===== src/rtl/swm_pkg.sv =====
// swm_pkg: shared constants and types of the sliding window median block
// no dependencies; imported by the interfaces and all modules
`default_nettype none

package swm_pkg;

  localparam int unsigned WINDOW_MAX  = 64;
  localparam int unsigned SAMPLE_BITS = 16;
  localparam int unsigned IDX_W       = $clog2(WINDOW_MAX);
  localparam int unsigned CNT_W       = 7;

  localparam logic [CNT_W-1:0] WINDOW_RESET = CNT_W'(64);

  // one slot of the sorted chain
  typedef struct packed {
    logic                          vld;
    logic [IDX_W-1:0]              age;
    logic signed [SAMPLE_BITS-1:0] val;
  } swm_slot_t;

  // what a cell shows its neighbors
  typedef struct packed {
    swm_slot_t slot;
    logic      lt;
  } swm_nbr_t;

endpackage

`default_nettype wire


===== src/rtl/swm_cell.sv =====
// swm_cell: one slot of the sorted sample chain with its age tag
// depends on swm_pkg; instantiated in a row by sliding_window_median
`default_nettype none

module swm_cell import swm_pkg::*; (
  input  wire logic                          clk_i,
  input  wire logic                          rst_ni,
  input  wire logic                          flush_i,
  input  wire logic                          step_i,
  input  wire logic signed [SAMPLE_BITS-1:0] x_i,
  input  wire logic                          full_i,
  input  wire logic [IDX_W-1:0]              age_lim_i,
  input  wire swm_nbr_t                      lower_i,
  input  wire swm_nbr_t                      upper_i,
  input  wire logic                          rem_seen_i,
  output swm_nbr_t                           self_o,
  output logic                               rem_seen_o
);

  swm_slot_t slot_q, slot_d;
  swm_slot_t pick;
  logic      rem, lt, below_r, take_keep, take_shift;

  // eviction of the oldest sample and order against the new one
  assign rem = full_i && slot_q.vld && (slot_q.age == age_lim_i);
  assign lt  = slot_q.vld && !rem && ($signed(slot_q.val) < $signed(x_i));

  assign self_o.slot = slot_q;
  assign self_o.lt   = lt;
  assign rem_seen_o  = rem_seen_i | rem;

  // below_r: no evicted slot at or below this one (it lies above, or there is none)
  assign below_r    = !(rem_seen_i || rem);
  assign take_keep  = below_r ? lt : upper_i.lt;
  assign take_shift = rem_seen_i ? !lt : !lower_i.lt;

  // choose the slot that lands here after removal and insertion
  always_comb begin
    if (take_keep) begin
      pick = below_r ? slot_q : upper_i.slot;
    end else if (take_shift) begin
      pick = rem_seen_i ? slot_q : lower_i.slot;
    end else begin
      pick.vld = 1'b1;
      pick.age = '1;
      pick.val = x_i;
    end
    slot_d     = pick;
    slot_d.age = pick.age + IDX_W'(1);
  end

  // slot register; a flush only drops the valid flag
  always_ff @(posedge clk_i or negedge rst_ni) begin
    if (!rst_ni) begin
      slot_q <= '0;
    end else if (flush_i) begin
      slot_q.vld <= 1'b0;
    end else if (step_i) begin
      slot_q <= slot_d;
    end
  end

endmodule

`default_nettype wire


===== config.mk =====
export PLATFORM = sky130hd
export DESIGN_NAME = swm_cell
export DESIGN_NICKNAME = d
export VERILOG_FILES = /design/src/rtl/swm_pkg.sv /design/src/rtl/swm_cell.sv
export SDC_FILE = /design/constraint.sdc
export NUM_CORES = 1
export LEC_CHECK = 0
export BUFFER_PORTS_ARGS = -buffer_cell sky130_fd_sc_hd__buf_2
export CORE_MARGIN = 2
export CORE_UTILIZATION = 43
export DETAILED_ROUTE_END_ITERATION = 16
export HOLD_SLACK_MARGIN = 0.06
export PLACE_DENSITY = 0.78
export SYNTH_ARGS = -nofsm -noshare
export SYNTH_HDL_FRONTEND = slang
export SYNTH_SLANG_ARGS = --single-unit

===== constraint.sdc =====
create_clock -name clk_i -period 3.1 [get_ports clk_i]
set_clock_uncertainty 0.1 [all_clocks]
set_input_delay 0.465 -clock clk_i [delete_from_list [all_inputs] [get_ports clk_i]]
set_output_delay 0.465 -clock clk_i [all_outputs]
set_load 0.01 [all_outputs]

Word level (Yosys, flattened, before mapping). Cells that the tools add are included. W data, S select, Z words.

Logic and storage cells: 32. Bits in registers: 23. Output and inout port bits: 25. Bits of input ports: 76.

Muxes and demuxes: 8. $lt $le $gt $ge: 1. Reduce and logical (&&, ||, !) cells: 12. Eq/ne operators: 5. Bitwise operators: 2. Add/subtract/negate cells: 1.

Operator list (number): $mux W23 (5); $lt A16 B16 Y1 (1); $add A6 B1 Y6 const B (1); $eq A6 B6 Y1 (1); $logic_and A1 B1 Y1 (4); $ne A4 B4 Y1 const B (1); $reduce_and A4 Y1 (1); $logic_not A1 Y1 (3); $mux W1 (3); $ne A3 B2 Y1 const B (1); $ne A3 B3 Y1 const B (1); $reduce_and A3 Y1 (1); $ne A2 B1 Y1 const B (1); $reduce_and A2 Y1 (1); $reduce_bool A2 Y1 (1); $logic_or A1 B1 Y1 (1); $not A1 Y1 (1); $or A1 B1 Y1 (1).

Depth between registers and ports, before layout.
Depth in word-level cells: 12. Depth in mapped cells: 12. Gate-level depth less buffers: 11.

Worst setup path after synthesis. Ideal clock, no wire load.

Path kind: input port to flip-flop. Start point: in x_i[1]. End point: reg slot_q, in the netlist self_o[21]. Arrival time: 3.093 ns. Path slack: -0.175 ns. Path buffers: 1. Stages: 11. Cell sequence: inv_1 > ha_1 > a2111oi_2 > o31ai_4 > or4_2 > nand3_1 > clkbuf_1 > a32oi_1 > ha_1 > a31o_2 > a31oi_1.

Cells in the longest elaborated chain, start to end: 7.

RTL lines: from (decl) (line swm_cell.sv:10) `input wire logic signed [SAMPLE_BITS-1:0] x_i,`; $lt A16 B16 Y1 * (line swm_cell.sv:26) `assign lt = slot_q.vld && !rem && ($signed(slot_q.val) < $signed(x_i));`; $logic_and A1 B1 Y1 * (line swm_cell.sv:26); $logic_not A1 Y1 (line swm_cell.sv:35) `assign take_shift = rem_seen_i ? !lt : !lower_i.lt;`; $mux W1 (line swm_cell.sv:35); $mux W23 (line swm_cell.sv:41) `end else if (take_shift) begin`; $mux W23 * (line swm_cell.sv:39) `if (take_keep) begin`; $add A6 B1 Y6 * (line swm_cell.sv:49) `slot_d.age = pick.age + IDX_W'(1);`; to (signal assigned) (line swm_cell.sv:59) `slot_q <= slot_d;`; to (decl) (line swm_cell.sv:20) `swm_slot_t slot_q, slot_d;`.

Every way passes the cells marked *; elsewhere a longest branch is shown, timed or not. A chain may end at the register's enable or synchronous reset.

Worst setup path after layout.
Start point: reg slot_q, in the netlist self_o[14]. End point: reg slot_q, in the netlist self_o[22].

Cells in the longest elaborated chain, start to end: 7.

RTL lines (line): $lt A16 B16 Y1 * (swm_cell.sv:26); $logic_and A1 B1 Y1 * (swm_cell.sv:26); $logic_not A1 Y1 (swm_cell.sv:35); $mux W1 (swm_cell.sv:35); $mux W23 (swm_cell.sv:41); $mux W23 * (swm_cell.sv:39); $add A6 B1 Y6 * (swm_cell.sv:49).

Marks and branches as above.

==> Implementation_results.wiki <==
{| class="wikitable"
! Metric !! Value
|-
| Post-DP HPWL || 4.96 mm
|-
| Number of synthesized flops with an enable pin || 0
|-
| Sequential cell area || 576 µm²
|-
| Critical path capture point type || register
|-
| All-Layer GR Usage || 0.252
|-
| Number of hold buffers added after cts || 0
|-
| Synth warnings || 0
|-
| Synthesized netlist net count || 331
|-
| Port Buf Inserts || 100
|-
| Setup slack, reg-to-reg || -0.006 ns
|-
| Leakage power summed over all cells || 1.60 nW
|-
| Violations in the final reports || setup timing
|-
| Routed via count || 2346
|-
| Initial core utilization || 0.448
|-
| Overflow left after global routing || 0
|-
| Area occupied by multi-input gates || 1560 µm²
|-
| Final count of hold timing violations || 0
|-
| Final routed DRC violation total || 0
|-
| Data required, critical path || 3.20 ns
|-
| Period minus WS final || 3.11 ns
|-
| Wirelength, routed || 6.71 mm
|-
| Final GP Congestion || 0.854
|-
| Sequential element share of the synthesized area || 0.272
|-
| Count of unique library cells instantiated by Yosys || 47
|-
| Number of synthesized register bits || 23
|-
| Share of synthesized registers carrying an async set or reset || 1.00
|-
| Clk Tree Root Cell || sky130_fd_sc_hd__clkbuf_8
|-
| Clock sinks || 23
|-
| FMAX || 322 MHz
|-
| Ports placed on the boundary || 101
|-
| Final hold slack || 0.0706 ns
|-
| Most common flop cell mapped by yosys || sky130_fd_sc_hd__dfrtp_1
|-
| Max reg flops || 23
|-
| Kind of critical path || reg -> reg
|-
| TritonCTS buffer count || 3
|-
| Mapped Avg Cell Area || 8.85 µm²
|-
| Post-DR vias/cell || 5.36
|-
| Die Height || 74.1 µm
|-
| Post-Place Setup Slack || -0.293 ns
|-
| Fill cell count || 381
|-
| Share of layout cells above drive strength 1 || 0.469
|-
| Chip Width || 74.1 µm
|-
| Average detailed-routed wire length per instance || 15.3 µm
|-
| Die footprint || 5490 µm²
|-
| Clock tree from TritonCTS || yes
|-
| Number of endpoints failing setup at the final stage || 1
|-
| Status || complete, but fails checks
|-
| Clock transition at the register clock pins on the worst setup and hold paths after CTS || 0.09 ns
|-
| Number of nets in the finished design || 464
|-
| Insertion delay to the later sink of the worst-skew pair || 0.27 ns
|-
| Crit share post-route || 1.00
|-
| Placeable core region || 4720 µm²
|-
| Worst rel slew slack || 0.150
|-
| Layout-stage area growth over the synthesis result || 49.3%
|-
| Max-cap check violation count || 0
|-
| Maximum number of pins on one net before global-route repair || 24
|-
| Drt pass-1 iters || 4
|-
| Critical Path Fanout Max || 6
|-
| Post-Syn Area || 2110 µm²
|-
| Gate count after technology mapping || 239
|-
| Initial antenna violation count || 0
|-
| Slew at the pin closest to its max-slew limit || 1.27 ns
|-
| Clock buffer depth || 2
|-
| CP Launch Type || register
|-
| Most frequent cells in the layout || sky130_fd_sc_hd__buf_2, sky130_fd_sc_hd__buf_4, sky130_fd_sc_hd__nand2_1
|-
| Number of levels the H-tree was split into || 1
|-
| WP data arrival || 3.20 ns
|-
| Count of routing violations after the opening detailed-route iteration || 118
|-
| Leading cell type in the layout, fill and taps excluded || sky130_fd_sc_hd__buf_2
|-
| Wire length of the first global-routing pass || 10.6 mm
|-
| Cell area power density || 446 nW/µm²
|-
| Antenna fix cells || 0
|-
| Number of nets with antenna violations after detailed routing || 0
|-
| Fin. max-slew vios || 0
|-
| Maximum ir drop on the vdd rail || 220 µV
|-
| Vias in the first global route || 2328
|-
| HP Class || in -> async
|-
| Setup repair after global routing missed its margin || yes
|-
| Total design power || 0.00141 W
|-
| Final Worst Setup Slack || -0.00582 ns
|-
| # rows || 25
|}
[metal layers]
layer | track usage | routed length [µm]
met5 | 0 | 0
met4 | 0.0606 | 88
met2 | 0.460 | 3350
met3 | 0.0271 | 340
met1 | 0.316 | 2930
[per-stage QoR]
step | area, µm² | instances | utilization | TNS (ns)
after detailed placement | 2890 | 425 | 0.611 | -5.33
after global routing | 3160 | 438 | 0.668 | -0.301
after floorplan | 2150 | 239 | - | -0.00532
final | 3160 | 438 | 0.668 | -0.00582
after global placement | 2890 | 425 | 0.611 | -3.49
after CTS | 3090 | 435 | 0.655 | -0.0578
[repair_timing]
action,in CTS,in global routing
pin swaps,8,8
resized for setup,13,8
buffers inserted,6,3
cloned,0,0
setup endpoints to repair,20,23
[cell type report]
class                           instances  share of cell area
Timing Repair Buffer                  138               0.257
Sequential cell                        23               0.182
Clock buffer                            4              0.0143
Multi-Input combinational cell        184               0.493
Inverter                               22              0.0262
Tap cell                               67              0.0266
[cells in the mapped netlist, types with 2 or more instances]
cell / count / area (µm²)
sky130_fd_sc_hd__and3_1: 2 / 12.5
sky130_fd_sc_hd__o21ai_0: 22 / 110
sky130_fd_sc_hd__nor2_1: 8 / 30.0
sky130_fd_sc_hd__o22ai_1: 5 / 31.3
sky130_fd_sc_hd__a32o_1: 3 / 30.0
sky130_fd_sc_hd__nand3_1: 5 / 25.0
sky130_fd_sc_hd__or3_1: 2 / 12.5
sky130_fd_sc_hd__clkbuf_1: 5 / 18.8
sky130_fd_sc_hd__mux2_1: 10 / 113
sky130_fd_sc_hd__mux2_2: 7 / 78.8
sky130_fd_sc_hd__nand2b_1: 2 / 12.5
sky130_fd_sc_hd__or2_2: 2 / 12.5
sky130_fd_sc_hd__a21oi_1: 7 / 35.0
sky130_fd_sc_hd__buf_2: 2 / 10.0
sky130_fd_sc_hd__xnor2_1: 7 / 61.3
sky130_fd_sc_hd__nand2_1: 28 / 105
sky130_fd_sc_hd__mux2i_1: 6 / 60.1
sky130_fd_sc_hd__buf_6: 2 / 22.5
sky130_fd_sc_hd__a31oi_1: 3 / 18.8
sky130_fd_sc_hd__a21o_1: 2 / 15.0
sky130_fd_sc_hd__dfrtp_1: 23 / 576
sky130_fd_sc_hd__nand4_1: 5 / 31.3
sky130_fd_sc_hd__inv_1: 21 / 78.8
sky130_fd_sc_hd__ha_1: 16 / 200
sky130_fd_sc_hd__a2bb2oi_1: 16 / 140
sky130_fd_sc_hd__o21a_1: 3 / 22.5
sky130_fd_sc_hd__a32oi_1: 5 / 43.8
[critical path: stages (launching register included)]
cell and delay, ns:
sky130_fd_sc_hd__dfrtp_1 0.43, sky130_fd_sc_hd__ha_4 0.29, sky130_fd_sc_hd__nand4_2 0.09, sky130_fd_sc_hd__or3_4 0.41, sky130_fd_sc_hd__o31ai_4 0.24, sky130_fd_sc_hd__nor3_2 0.08
sky130_fd_sc_hd__or3_4 0.45, sky130_fd_sc_hd__buf_12 0.15, sky130_fd_sc_hd__a32o_1 0.25, sky130_fd_sc_hd__or3_1 0.35, sky130_fd_sc_hd__a31oi_1 0.19
[power by group]
group	total, W	internal, W	leakage [nW]	switching [W]
Sequential	0.000453	0.000369	0.288	0.0000834
Clock	0.000196	0.0000920	0.0228	0.000104
Combinational	0.000758	0.000410	1.29	0.000348
Total	0.00141	0.000871	1.60	0.000536
[final timing paths]
| kind | startpoint | to | cells after the start |
|---|---|---|---|
| worst max register to register | self_o[14] | self_o[22] | 10 |
| worst min-delay path | rst_ni | self_o[14] | 1 |
| worst min register to register | self_o[1] | self_o[1] | 1 |
| worst max-delay path | self_o[14] | self_o[22] | 10 |
| min in group clk_i | flush_i | self_o[23] | 2 |
| max in group asynchronous | rst_ni | self_o[7] | 1 |
[cell families after synthesis]
| group | count (synthesis) | synth area share |
|---|---|---|
| AOI/OAI and AO/OA | 75 | 0.264 |
| DFF | 23 | 0.272 |
| xor gates and xnor gates | 8 | 0.0331 |
| muxes | 23 | 0.119 |
| adders and majority gates | 16 | 0.0947 |
| and+or+nand+nor | 62 | 0.150 |
| buffers and inverters | 32 | 0.0669 |
(Power assumes the default switching activity.)
