===== src/rtl/swm_pkg.sv =====
// swm_pkg: shared constants and types of the sliding window median block
// no dependencies; imported by the interfaces and all modules
`default_nettype none

package swm_pkg;

  localparam int unsigned WINDOW_MAX  = 64;
  localparam int unsigned SAMPLE_BITS = 16;
  localparam int unsigned IDX_W       = $clog2(WINDOW_MAX);
  localparam int unsigned CNT_W       = 7;

  localparam logic [CNT_W-1:0] WINDOW_RESET = CNT_W'(64);

  // one slot of the sorted chain
  typedef struct packed {
    logic                          vld;
    logic [IDX_W-1:0]              age;
    logic signed [SAMPLE_BITS-1:0] val;
  } swm_slot_t;

  // what a cell shows its neighbors
  typedef struct packed {
    swm_slot_t slot;
    logic      lt;
  } swm_nbr_t;

endpackage

`default_nettype wire


===== src/rtl/swm_mid_mean.sv =====
// swm_mid_mean: middle value or truncated mean of the middle pair, output register
// depends on swm_pkg; used by sliding_window_median
`default_nettype none

module swm_mid_mean import swm_pkg::*; (
  input  wire logic                          clk_i,
  input  wire logic                          rst_ni,
  input  wire logic                          load_i,
  input  wire logic signed [SAMPLE_BITS-1:0] lo_i,
  input  wire logic signed [SAMPLE_BITS-1:0] hi_i,
  input  wire logic [CNT_W-1:0]              cnt_i,
  input  wire logic                          out_ready_i,
  output logic                               out_valid_o,
  output logic signed [SAMPLE_BITS-1:0]      median_o,
  output logic [CNT_W-1:0]                   held_count_o
);

  logic signed [SAMPLE_BITS:0]   sum, sum_adj;
  logic signed [SAMPLE_BITS-1:0] med_d;
  logic                          vld_q;

  // sum at one extra bit, round toward zero before halving
  always_comb begin
    sum     = $signed({lo_i[SAMPLE_BITS-1], lo_i}) + $signed({hi_i[SAMPLE_BITS-1], hi_i});
    sum_adj = (sum[SAMPLE_BITS] && sum[0]) ? sum + (SAMPLE_BITS+1)'(1) : sum;
    med_d   = cnt_i[0] ? hi_i : sum_adj[SAMPLE_BITS:1];
  end

  always_ff @(posedge clk_i or negedge rst_ni) begin
    if (!rst_ni) begin
      vld_q <= 1'b0;
    end else if (load_i) begin
      vld_q <= 1'b1;
    end else if (out_ready_i) begin
      vld_q <= 1'b0;
    end
  end

  always_ff @(posedge clk_i) begin
    if (load_i) begin
      median_o     <= med_d;
      held_count_o <= cnt_i;
    end
  end

  assign out_valid_o = vld_q;

endmodule

`default_nettype wire


===== config.mk =====
export PLATFORM = sky130hd
export DESIGN_NAME = swm_mid_mean
export DESIGN_NICKNAME = d
export VERILOG_FILES = /design/src/rtl/swm_pkg.sv /design/src/rtl/swm_mid_mean.sv
export SDC_FILE = /design/constraint.sdc
export NUM_CORES = 1
export LEC_CHECK = 0
export BUFFER_PORTS_ARGS = -buffer_cell sky130_fd_sc_hd__buf_2
export CAP_MARGIN = 20
export CELL_PAD_IN_SITES_DETAIL_PLACEMENT = 0
export CELL_PAD_IN_SITES_GLOBAL_PLACEMENT = 2
export CORE_MARGIN = 10
export CORE_UTILIZATION = 31
export CTS_CLUSTER_DIAMETER = 50
export CTS_CLUSTER_SIZE = 25
export DETAILED_ROUTE_END_ITERATION = 10
export GPL_ROUTABILITY_DRIVEN = 0
export PLACE_DENSITY = 0.85
export SLEW_MARGIN = 20
export SYNTH_ARGS = -nofsm -noshare
export SYNTH_HDL_FRONTEND = slang
export SYNTH_SLANG_ARGS = --single-unit

===== constraint.sdc =====
create_clock -name clk_i -period 0.8 [get_ports clk_i]
set_input_delay 0.08 -clock clk_i [delete_from_list [all_inputs] [get_ports clk_i]]
set_output_delay 0.08 -clock clk_i [all_outputs]
set_load 0.1 [all_outputs]

### Word-level counts from Yosys, hierarchy flattened

Cells that the tools add are included.

| storage, ports and cells | value |
|---|---|
| memory bits (read-only) | 0 |
| register bits after elaboration | 24 |
| output and inout bits | 24 |
| word-level logic and storage cells | 11 |
| memories kept | 0 |
| latch bits | 0 |
| RAM bits | 0 |

| operators by class | value |
|---|---|
| reduce and logical (&&, ||, !) cells | 2 |
| divide/modulo/power cells | 0 |
| mux-type cells | 4 |
| bitwise operators | 0 |
| shift operators | 0 |
| add/sub/neg operators | 2 |
| equality and inequality tests | 0 |
| order comparisons | 0 |
| multiply operators | 0 |

Operators by type and width:

| cell | number |
|---|---|
| adder 16 x 16 -> 17 bit | 1 |
| adder 17 x 2 -> 17 bit, second input constant | 1 |
| two-way mux 17 bit | 1 |
| two-way mux 16 bit | 1 |
| two-way mux 1 bit | 2 |
| nonzero test 2 bit | 1 |
| logical AND 1 bit | 1 |

### Longest topological paths before layout

Gate-level depths: netlist of run 1.

| logic depth | value |
|---|---|
| depth in word-level cells | 4 |
| depth in mapped cells | 11 |
| gate-level depth less buffers | 11 |

### Worst setup path before layout of run 1

OpenSTA, ideal clock, no wires.

| timing path | value |
|---|---|
| path type | input to register |
| start point | input lo_i[0] |
| end point | register median_o[13] (data pin) |
| setup slack | -1.958 ns |
| required time | 0.535 ns |
| setup time | 0.265 ns |
| buffers on the path | 0 |
| arrival time | 2.494 ns |
| stages | 11 |
| path through | ha_1 > inv_1 > fa_1 > nand2b_1 > a21oi_1 > or4_1 > o211ai_1 > nor4_2 > or3b_1 > xnor2_1 > o21ai_1 |

| on the way | value |
|---|---|
| cells in the longest elaborated chain, start to end | 4 |
| elaborated cells on any way between the ends | 5 |
| classes of those cells | add/sub: 2; mux: 2; reduce/logical: 1 |

Ends and longest elaborated chain:

| element | line | text |
|---|---|---|
| from (decl) | swm_mid_mean.sv:9 | `input wire logic signed [SAMPLE_BITS-1:0] lo_i,` |
| adder 16 x 16 -> 17 bit (*) | swm_mid_mean.sv:24 | `sum = $signed({lo_i[SAMPLE_BITS-1], lo_i}) + $signed({hi_i[SAMPLE_BITS-1], hi_i});` |
| adder 17 x 2 -> 17 bit / logical AND 1 bit (equally long branches) | swm_mid_mean.sv:25 | `sum_adj = (sum[SAMPLE_BITS] && sum[0]) ? sum + (SAMPLE_BITS+1)'(1) : sum;` |
| two-way mux 17 bit (*) | swm_mid_mean.sv:25 |  |
| two-way mux 16 bit (*) | swm_mid_mean.sv:26 | `med_d = cnt_i[0] ? hi_i : sum_adj[SAMPLE_BITS:1];` |
| named net med_d[13] | swm_mid_mean.sv:19 | `logic signed [SAMPLE_BITS-1:0] med_d;` |
| to (signal assigned) | swm_mid_mean.sv:41 | `median_o <= med_d;` |
| to (decl) | swm_mid_mean.sv:14 | `output logic signed [SAMPLE_BITS-1:0] median_o,` |

Mark *: on every way through the listed nets, which the timed path passes. The rest lies on a longest branch.
A chain may end at the register's enable or synchronous reset.

### Final worst setup path of run 1

| timing path | value |
|---|---|
| start point | input hi_i[0] |
| end point | register median_o[13] (data pin) |

| on the way | value |
|---|---|
| cells in the longest elaborated chain, start to end | 4 |
| elaborated cells on any way between the ends | 5 |
| classes of those cells | add/sub: 2; mux: 2; reduce/logical: 1 |

Ends and longest elaborated chain:

| element | line | text |
|---|---|---|
| from (decl) | swm_mid_mean.sv:10 | `input wire logic signed [SAMPLE_BITS-1:0] hi_i,` |
| adder 16 x 16 -> 17 bit (*) | swm_mid_mean.sv:24 |  |
| adder 17 x 2 -> 17 bit / logical AND 1 bit (equally long branches) | swm_mid_mean.sv:25 |  |
| two-way mux 17 bit (*) | swm_mid_mean.sv:25 |  |
| two-way mux 16 bit (*) | swm_mid_mean.sv:26 |  |
| named net med_d[13] | swm_mid_mean.sv:19 |  |

Marks and branches as above.

==> flow_metrics.tcl, run 1 <==
set metrics [dict create \
    ys_async_sr_fraction 0.0417 \
    die_w_um 105 \
    p_leak_nw 1.83 \
    ctsHtreeMaxLevel 1 \
    synth_flop_cell "edfxtp_1" \
    clkTransAtPathRegs_ns 0.08 \
    hold_depth 1 \
    yosysTopAreaCellShare 0.306 \
    skew_ns 0 \
    antenna_found_initial 0 \
    reg2reg_depth 1 \
    grt_overflow 0 \
    syn_nets 307 \
    port_buffers 66 \
    num-nets-final 464 \
    diodes 0 \
    synth_seq_cells 24 \
    numCtsBuffers 3 \
    grt_use_total 0.127 \
    dieHeight_um 105 \
    fp-row-count 31 \
    postLayoutCellArea_um2 4260 \
    dp_cells 481 \
    final_core_util 0.593 \
    slew_headroom 0.748 \
    tns_ns -24.82 \
    vdd_ir_drop_max_v 0.00102 \
    maxSlewViolCount 0 \
    drt_first_pass_iters 4 \
    worstSetupPathType "input pin to flip-flop" \
    yosys_warnings 0 \
    cellPowerDensity_nw_per_um2 1660 \
    wl_per_cell_um 14.4 \
    holdWs_ns 0.00505 \
    hold_viol_final 0 \
    cts-root-buf "clkbuf_8" \
    place_hpwl_um 5920 \
    pin_count 67 \
    design.die.area_um2 11100 \
    ys_seq_area_frac 0.317 \
    fillers 596 \
    via_count 2406 \
    ant_nets 0 \
    drtIter0Drc 86 \
    start_kind "input pin" \
    setup_viol 40 \
    syn_to_final_growth_pct 88.7 \
    total_power_mw 7.08 \
    grt_first_pass_wirelength_um 12000 \
    synth.distinct_cells 55 \
    arrival_ns 2.34 \
    synthTopCellsByArea "edfxtp_1 (31%), ha_1 (9.4%), xnor2_1 (7.0%)" \
    min_period_over_period 2.90 \
    status "complete, but fails checks" \
    post-place-ws_ns -1.91 \
    cp-end-kind "flip-flop" \
    hp-class "input pin to flip-flop" \
    syn_inst 246 \
    violations "negative setup slack" \
    clock-sinks 24 \
    grt_setup_unrepaired "true" \
    crit_required_ns 0.82 \
    max_clock_freq_ghz 0.431 \
    cap_violations 0 \
    drt_wl_total_um 7210 \
    clk_path_buf_depth 2 \
    yosysTopAreaCell "edfxtp_1" \
    avgSynthCellArea_um2 9.17 \
    finalNonFillerCells 501 \
    cts_tree "done" \
    synth_edf_count 23 \
    route.detailed.drc 0 \
    insertion_delay_ns 0.26 \
    cp_max_fo 2 \
    initial_core_util 0.314 \
    grt_pass1_vias 2457 \
    dpl_cell_area_um2 3770 \
    fin_ws_ns -1.52 \
    netlist_area_um2 2260 \
    tightest_slew_ns 0.377 \
    core_um2 7180 \
    via_per_inst 4.80 \
    fin_crit_ns 2.32 \
    drive_gt1_frac 0.567 \
    grt_max_degree 25 \
]
power by group:
part	total, mW	switching, mW	internal, mW
logic	4.38	2.37	2.01
clock network	1.02	0.353	0.667
registers	1.67	0.112	1.56
per-layer routing:
metal,GRT usage,part of all wire,up-vias
met5,0,0,-
met4,0.0265,0.0078,0
met3,0.0201,0.048,4
met2,0.226,0.50,59
met1,0.159,0.44,1110
li1,-,-,1233
cells by family after synthesis:
| kind of cell | after synthesis | synth area share |
|---|---|---|
| adders and majority gates | 18 | 0.103 |
| xor gates and xnor gates | 24 | 0.0932 |
| buffers and inverters | 24 | 0.0477 |
| and+or+nand+nor | 83 | 0.196 |
| muxes | 4 | 0.0194 |
| AOI/OAI and AO/OA | 69 | 0.224 |
| DFF | 24 | 0.317 |
worst max-delay path, cell delays in order:
cell and delay, ns:
buf_6 0.10, ha_4 0.15, inv_2 0.05, fa_2 0.45
inv_2 0.07, ha_1 0.17, and2_4 0.15, nand4_1 0.16
nor4_4 0.33, or3b_1 0.39, xnor2_1 0.16, o21ai_1 0.07
flip-flops by register name, indices dropped and copies added, names as in the netlist:
signal	cells
median_o	16
held_count_o	7
out_valid_o	1
cells in the mapped netlist (all sizes together), types with 4 or more instances:
cell / count
buf: 4
a21o: 6
xnor2: 18
a21oi: 13
inv: 13
o21ai: 18
nand4: 6
a211o: 4
xor2: 6
nand3: 8
nor3: 4
edfxtp: 23
clkbuf: 7
nor4: 4
a31oi: 4
a211oi: 5
ha: 17
nor2: 16
o211ai: 4
nand2: 26
and3: 6
timing repair:
action	CTS	global route
pin swaps	15	13
endpoints found under the setup margin	40	40
hold buffers	5	1
cloned	0	0
buffers inserted	10	0
endpoints found under the hold margin	5	1
gates resized for setup	41	18
layout by cell type, fill, tap and decap left out, drive strengths merged, types with 8 or more instances in the layout:
| cell type | netlist | final |
|---|---|---|
| xnor2 | 18 | 18 |
| ha | 17 | 17 |
| nand2 | 26 | 26 |
| edfxtp | 23 | 23 |
| nor2 | 16 | 16 |
| o21ai | 18 | 18 |
| inv | 13 | 13 |
| nand3 | 8 | 8 |
| a21oi | 13 | 13 |
| buf | 4 | 157 |
layout make-up:
type                       instances  area (µm²)  area share
multi-input combinational        198        1800       0.424
timing repair buffer             163        1490       0.350
sequential                        24         719       0.169
tap                               99         124      0.0291
inverter                          13        48.8      0.0115
clock buffer                       3        41.3     0.00970
clock inverter                     1        30.0     0.00705
worst paths after layout:
kind	startpoint	to	slack, ns
min in group asynchronous	rst_ni	out_valid_o	0.14
hold reg to reg	out_valid_o	out_valid_o	0.56
max in group asynchronous	rst_ni	out_valid_o	0.57
setup / recovery	hi_i[0]	median_o[13]	-1.52
setup reg to reg	out_valid_o	out_valid_o	0.05
hold / removal	cnt_i[2]	held_count_o[2]	0.005
(Power assumes the default switching activity.)
==> inputs of run 2 (changes only) <==
==> config.mk (replaced) <==
export PLATFORM = sky130hd
export DESIGN_NAME = swm_mid_mean
export DESIGN_NICKNAME = d
export VERILOG_FILES = /design/src/rtl/swm_pkg.sv /design/src/rtl/swm_mid_mean.sv
export SDC_FILE = /design/constraint.sdc
export NUM_CORES = 1
export LEC_CHECK = 0
export BUFFER_PORTS_ARGS = -buffer_cell sky130_fd_sc_hd__buf_2
export CAP_MARGIN = 20
export CORE_MARGIN = 10
export CORE_UTILIZATION = 52
export CTS_CLUSTER_DIAMETER = 50
export CTS_CLUSTER_SIZE = 25
export DETAILED_ROUTE_END_ITERATION = 10
export GPL_ROUTABILITY_DRIVEN = 0
export PLACE_DENSITY = 0.84
export SYNTH_ARGS = -nofsm -noshare
export SYNTH_HDL_FRONTEND = slang
export SYNTH_SLANG_ARGS = --single-unit
==> run 2 against run 1 <==
  * The run now fails in clock tree synthesis (4_1_cts)
  * Synthesized cell count is the same
  * Synthesized area is the same
==> flow_metrics.tcl, run 2 <==
set metrics [dict create \
    ctsHtreeMaxLevel 1 \
    synth_fa_ha_area_frac 0.103 \
    synthXorXnorAreaFrac 0.0932 \
    cts-root-buf "clkbuf_8" \
    yosys.area_share.simple 0.196 \
    status "did not finish" \
    synth_edf_count 23 \
    synthTopCellsByArea "edfxtp_1 (31%), ha_1 (9.4%), xnor2_1 (7.0%)" \
    pin_count 67 \
    post_cts_resized 88 \
    lastStage "clock tree synthesis (4_1_cts)" \
    fp-row-count 23 \
    synth.distinct_cells 55 \
    cts_hold_repair.buffers 5 \
    synth.most_common_cell "nand2_1" \
    clock-sinks 24 \
    netlist_area_um2 2260 \
    avgSynthCellArea_um2 9.17 \
    yosys_warnings 0 \
    synth_top_family_by_area "compound AO/OA/AOI/OAI gates" \
    port_buffers 66 \
    first-error "[ERROR DPL-0038] Utilization greater than 100%, impossible to legalize" \
    synth_commonest_cells "nand2_1 (26), edfxtp_1 (23), xnor2_1 (18), ha_1 (17), nor2_1 (16)" \
    synth_flop_cell "edfxtp_1" \
    syn_inst 246 \
    die_w_um 85.9 \
    dpl_cell_area_um2 3710 \
    syn_nets 307 \
    yosysTopAreaCell "edfxtp_1" \
    dieHeight_um 85.9 \
    yosysTopAreaCellShare 0.306 \
    numCtsBuffers 3 \
    initial_core_util 0.552 \
    ys_async_sr_fraction 0.0417 \
    synth_seq_cells 24 \
    clk_path_buf_depth 2 \
    synthMuxAreaShare 0.0194 \
    post_cts_buffers 25 \
    place_hpwl_um 7360 \
    synth-compound-area-share 0.224 \
    ys_seq_area_frac 0.317 \
]
==> run 2: cells by family after synthesis <==
logic type	Yosys count
xor gates and xnor gates	24
DFF	24
muxes	4
and+or+nand+nor	83
adders and majority gates	18
AOI/OAI and AO/OA	69
buffers and inverters	24
==> run 2: per-stage QoR <==
| stage | setup WS [ns] | setup TNS, ns | instances |
|---|---|---|---|
| after floorplan | -1.73 | -26.77 | 246 |
| after global placement | -1.80 | -25.51 | 433 |
| after detailed placement | -2.01 | -28.16 | 433 |
==> inputs of run 3 (changes only) <==
--- a/config.mk
+++ b/config.mk
@@ -8,12 +8,10 @@
 export BUFFER_PORTS_ARGS = -buffer_cell sky130_fd_sc_hd__buf_2
 export CAP_MARGIN = 20
 export CORE_MARGIN = 10
-export CORE_UTILIZATION = 52
-export CTS_CLUSTER_DIAMETER = 50
-export CTS_CLUSTER_SIZE = 25
+export CORE_UTILIZATION = 40
 export DETAILED_ROUTE_END_ITERATION = 10
 export GPL_ROUTABILITY_DRIVEN = 0
-export PLACE_DENSITY = 0.84
+export PLACE_DENSITY_LB_ADDON = 0.15
 export SYNTH_ARGS = -nofsm -noshare
 export SYNTH_HDL_FRONTEND = slang
 export SYNTH_SLANG_ARGS = --single-unit
==> run 3 against run 2 <==
  * The flow now finishes, with violations (negative setup slack)
==> flow_metrics.tcl, run 3 (synthesis results as in run 1) <==
set metrics [dict create \
    status "complete, but fails checks" \
    grt_use_total 0.157 \
    num-nets-final 471 \
    holdWs_ns 0.0751 \
    arrival_ns 2.50 \
    cap_violations 0 \
    drt_wl_total_um 7460 \
    core_um2 5510 \
    maxSlewViolCount 0 \
    dieHeight_um 95.1 \
    violations "negative setup slack" \
    max_clock_freq_ghz 0.419 \
    final_core_util 0.782 \
    syn_to_final_growth_pct 91.0 \
    drtIter0Drc 117 \
    numCtsBuffers 3 \
    port_buffers 66 \
    reg2reg_depth 1 \
    rr_startpoint "out_valid_o" \
    vdd_ir_drop_max_v 0.00141 \
    antenna_found_initial 0 \
    tightest_slew_ns 0.449 \
    postLayoutCellArea_um2 4310 \
    design.die.area_um2 9040 \
    tns_ns -26.30 \
    fin_ws_ns -1.59 \
    min-delay-start "out_ready_i" \
    hp-class "input pin to flip-flop" \
    grt_pass1_vias 2528 \
    ant_nets 0 \
    top_register "median_o" \
    hold_depth 3 \
    cp_max_fo 5 \
    drt_first_pass_iters 4 \
    clk_path_buf_depth 2 \
    cts-root-buf "clkbuf_8" \
    ctsHtreeMaxLevel 1 \
    grt_first_pass_wirelength_um 11700 \
    setup_viol 40 \
    grt_max_degree 25 \
    cts_tree "done" \
    fp-row-count 27 \
    cellPowerDensity_nw_per_um2 1660 \
    slew_headroom 0.699 \
    place_hpwl_um 5690 \
    clkTransAtPathRegs_ns 0.08 \
    largest_register_ffs 16 \
    insertion_delay_ns 0.26 \
    route.detailed.drc 0 \
    reg2reg_to "out_valid_o" \
    p_leak_nw 1.89 \
    worstSetupPathType "input pin to flip-flop" \
    crit_required_ns 0.92 \
    grt_overflow 0 \
    grt_setup_unrepaired "true" \
    r2r_setup_slack_ns 0.05 \
    die_w_um 95.1 \
    pin_count 67 \
    via_per_inst 5.21 \
    via_count 2507 \
    start_kind "input pin" \
    dpl_cell_area_um2 3730 \
    min_period_over_period 2.98 \
    initial_core_util 0.410 \
    drive_gt1_frac 0.572 \
    skew_ns 0 \
    hold_viol_final 0 \
    layout.cells.most_common "buf_4" \
    clock-sinks 24 \
    mostFrequentLayoutCells "buf_4 (88), buf_2 (37), nand2_1 (25), buf_12 (25), edfxtp_1 (23)" \
    diodes 0 \
    cp-end-kind "flip-flop" \
    wl_per_cell_um 15.5 \
    fin_crit_ns 2.39 \
    hold_path_end "out_valid_o" \
]
==> run 3: timing repair <==
item | CTS | global route
pin swaps | 18 | 29
resized for setup | 40 | 32
hold buffers | 7 | 0
endpoints found under the hold margin | 7 | 0
endpoints found under the setup margin | 40 | 40
setup buffers | 11 | 9
==> run 3: final cells by class <==
| type | count | area (µm²) |
|---|---|---|
| clock buffer | 3 | 41.3 |
| clock inverter | 1 | 30.0 |
| fill | 332 | 1200 |
| inverter | 13 | 48.8 |
| multi-input combinational | 198 | 1810 |
| sequential | 24 | 719 |
| tap | 72 | 90.1 |
| timing repair buffer | 170 | 1570 |
==> run 3: how the worst max path moves through the flow <==
| stage | from | to | slack, ns | cells after the start |
|---|---|---|---|---|
| after floorplan | lo_i[6] | median_o[14] | -1.73 | 10 |
| after global placement | lo_i[0] | median_o[14] | -1.85 | 13 |
| after detailed placement | hi_i[0] | median_o[14] | -1.92 | 13 |
| after CTS | lo_i[0] | median_o[13] | -1.54 | 13 |
| after global routing | lo_i[0] | median_o[13] | -1.69 | 13 |
| final | lo_i[0] | median_o[14] | -1.59 | 12 |
==> run 3: worst max-delay path, cell delays in order <==
cell,delay [ns]
buf_6,0.07
ha_4,0.13
inv_2,0.04
fa_2,0.33
nand2b_4,0.17
a21oi_4,0.24
or4_4,0.17
o211ai_1,0.11
or4_4,0.54
nor4_4,0.17
mux2_4,0.32
a21oi_1,0.12
==> run 3: stage by stage <==
| stage | cells | power, mW | setup slack [ns] |
|---|---|---|---|
| final | 481 | 7.14 | -1.59 |
| after floorplan | 246 | 3.96 | -1.73 |
| after detailed placement | 454 | 5.56 | -1.92 |
| after global routing | 481 | 7.46 | -1.69 |
| after CTS | 475 | 6.91 | -1.54 |
| after global placement | 454 | 5.49 | -1.85 |
==> run 3: report_power, final <==
group	leakage, nW	internal (mW)	switching, mW
clock network	0.0357	0.669	0.384
registers	0.235	1.56	0.110
logic	1.62	2.01	2.40
==> run 3: metal layers <==
metal	vias to the layer above	track usage	part of all wire
met5	-	0	0
met4	0	0.0424	0.012
met3	7	0.0259	0.061
met2	66	0.277	0.51
met1	1189	0.193	0.42
li1	1245	-	-
==> inputs of run 4 (changes only) <==
==> constraint.sdc (replaced) <==
create_clock -name clk_i -period 2.19 [get_ports clk_i]
set_input_delay 0.219 -clock clk_i [delete_from_list [all_inputs] [get_ports clk_i]]
set_output_delay 0.219 -clock clk_i [all_outputs]
set_load 0.1 [all_outputs]
==> run 4 against run 3 <==
  * Largest power group unchanged
  * Clock power down 73%
  * Clock skew unchanged
  * Critical path depth unchanged
  * Wire length down 11%
  * Sequential power down 65%
  * The flow still finishes with violations (negative setup slack)
  * Combinational power down 69%
  * Cell count down 3.3%
  * First-iteration DRC count down 24%
  * Sequential share of layout area up 2.8 points
  * Highest routed layer unchanged
  * Flip-flop and latch count unchanged
  * Die area unchanged
==> flow_metrics.tcl, run 4 (synthesis results as in run 1) <==
set metrics [dict create \
    status "complete, but fails checks" \
    violations "negative setup slack" \
    numCtsBuffers 3 \
    grt_setup_unrepaired "true" \
    crit_required_ns 2.31 \
    skew_ns 0 \
    wl_per_cell_um 14.2 \
    grt_max_degree 33 \
    drt_wl_total_um 6610 \
    p_leak_nw 1.63 \
    seqPwrFrac 0.261 \
    initial_core_util 0.410 \
    swShare 0.435 \
    largest_register_ffs 16 \
    grt_first_pass_wirelength_um 10400 \
    cts-root-buf "clkbuf_8" \
    pwr-share-clk 0.128 \
    vdd_ir_drop_max_v 0.000423 \
    multi_input_area_um2 1720 \
    cap_violations 0 \
    place_hpwl_um 5460 \
    fin_crit_ns 2.51 \
    drt_first_pass_iters 4 \
    fp-row-count 27 \
    cp_max_fo 6 \
    max_clock_freq_ghz 0.399 \
    tns_ns -2.78 \
    grt_pass1_vias 2264 \
    via_per_inst 5.10 \
    layout.cells.most_common "buf_4" \
    drive_gt1_frac 0.532 \
    dieHeight_um 95.1 \
    seq_area_um2 716 \
    start_kind "input pin" \
    antenna_found_initial 0 \
    via_count 2372 \
    maxSlewViolCount 0 \
    slew_headroom 0.662 \
    cts_tree "done" \
    grt_overflow 0 \
    tightest_slew_ns 0.507 \
    postLayoutCellArea_um2 3680 \
    core_um2 5510 \
    hold_viol_final 0 \
    dpl_cell_area_um2 3320 \
    combPwrFrac 0.611 \
    clock-sinks 24 \
    cp-end-kind "flip-flop" \
    route.detailed.drc 0 \
    mostFrequentLayoutCells "buf_4 (84), buf_2 (60), nand2_1 (26)" \
    num-nets-final 455 \
    worstSetupPathType "input pin to flip-flop" \
    internal_power_mw 1.25 \
    drtIter0Drc 89 \
    holdWs_ns 0.131 \
    arrival_ns 2.63 \
    grt_use_total 0.138 \
    clkTransAtPathRegs_ns 0.07 \
    fillers 448 \
    cellPowerDensity_nw_per_um2 603 \
    diodes 0 \
    port_buffers 66 \
    fin_ws_ns -0.317 \
    syn_to_final_growth_pct 63.0 \
    ctsHtreeMaxLevel 1 \
    top_register "median_o" \
    design.die.area_um2 9040 \
    pin_count 67 \
    min_period_over_period 1.14 \
    clk_path_buf_depth 2 \
    setup_viol 16 \
    final_core_util 0.668 \
    hp-class "input pin to flip-flop" \
    die_w_um 95.1 \
    netSwitchingPower_mw 0.965 \
    ant_nets 0 \
    insertion_delay_ns 0.26 \
]
[run 4: changes by cell type in the layout (fill, tap and decap cells not counted), moves of 4 or more]
cell	before	now
o21ai_0	3	10
buf_12	25	0
dlygate4sd3_1	7	1
o21ai_1	13	7
buf_4	88	84
buf_2	37	60
[run 4: stage by stage]
stage / total power [mW] / worst slack (ns) / std cells
final: 2.22 / -0.317 / 465
after global routing: 2.34 / -0.449 / 465
after CTS: 2.19 / -0.330 / 461
after detailed placement: 1.83 / -0.682 / 449
after global placement: 1.81 / -0.605 / 449
after floorplan: 1.45 / -0.477 / 246
[run 4: final cells by class]
cell class,instances,share of cell area
sequential,24,0.195
clock buffer,4,0.0150
multi-input combinational,198,0.469
tap,72,0.0245
timing repair buffer,154,0.284
inverter,13,0.0133
[run 4: timing repair]
action / 4_1_cts / 5_1_grt
setup buffers: 7 / 4
pin swaps: 19 / 8
hold buffers: 1 / 0
endpoints found under the setup margin: 12 / 16
endpoints found under the hold margin: 1 / 0
resized for setup: 30 / 6
[run 4: final timing paths]
check | from | endpoint | slack, ns | cells after the start
max | lo_i[0] | median_o[14] | -0.32 | 12
min | cnt_i[5] | held_count_o[5] | 0.13 | 1
max reg2reg | out_valid_o | out_valid_o | 1.54 | 1
min reg2reg | out_valid_o | out_valid_o | 0.48 | 1
max in group asynchronous | rst_ni | out_valid_o | 1.84 | 2
min in group asynchronous | rst_ni | out_valid_o | 0.27 | 2
[run 4: routing by layer]
| metal | wire, µm | global-route usage | up-vias |
|---|---|---|---|
| met2 | 3060 | 0.231 | 64 |
| li1 | - | - | 1222 |
| met4 | 65 | 0.0424 | 0 |
| met3 | 457 | 0.0267 | 6 |
| met5 | 0 | 0 | - |
| met1 | 3030 | 0.176 | 1080 |
[run 4: power by group through the flow]
stage	registers [mW]	logic [mW]	clock network, mW
5_1_grt	0.582	1.45	0.316
4_1_cts	0.578	1.32	0.296
6_report	0.577	1.35	0.284
3_5_place_dp	0.589	1.24	0
2_1_floorplan	0.958	0.488	0
3_3_place_gp	0.586	1.23	0
[run 4: worst max-delay path, cell delays in order]
cell,delay [ns]
buf_6,0.07
ha_4,0.13
inv_2,0.03
fa_2,0.33
nand2b_4,0.17
a21oi_4,0.25
or4_1,0.14
o211ai_1,0.11
or4_4,0.54
nor4_4,0.18
mux2_4,0.33
a21oi_2,0.10
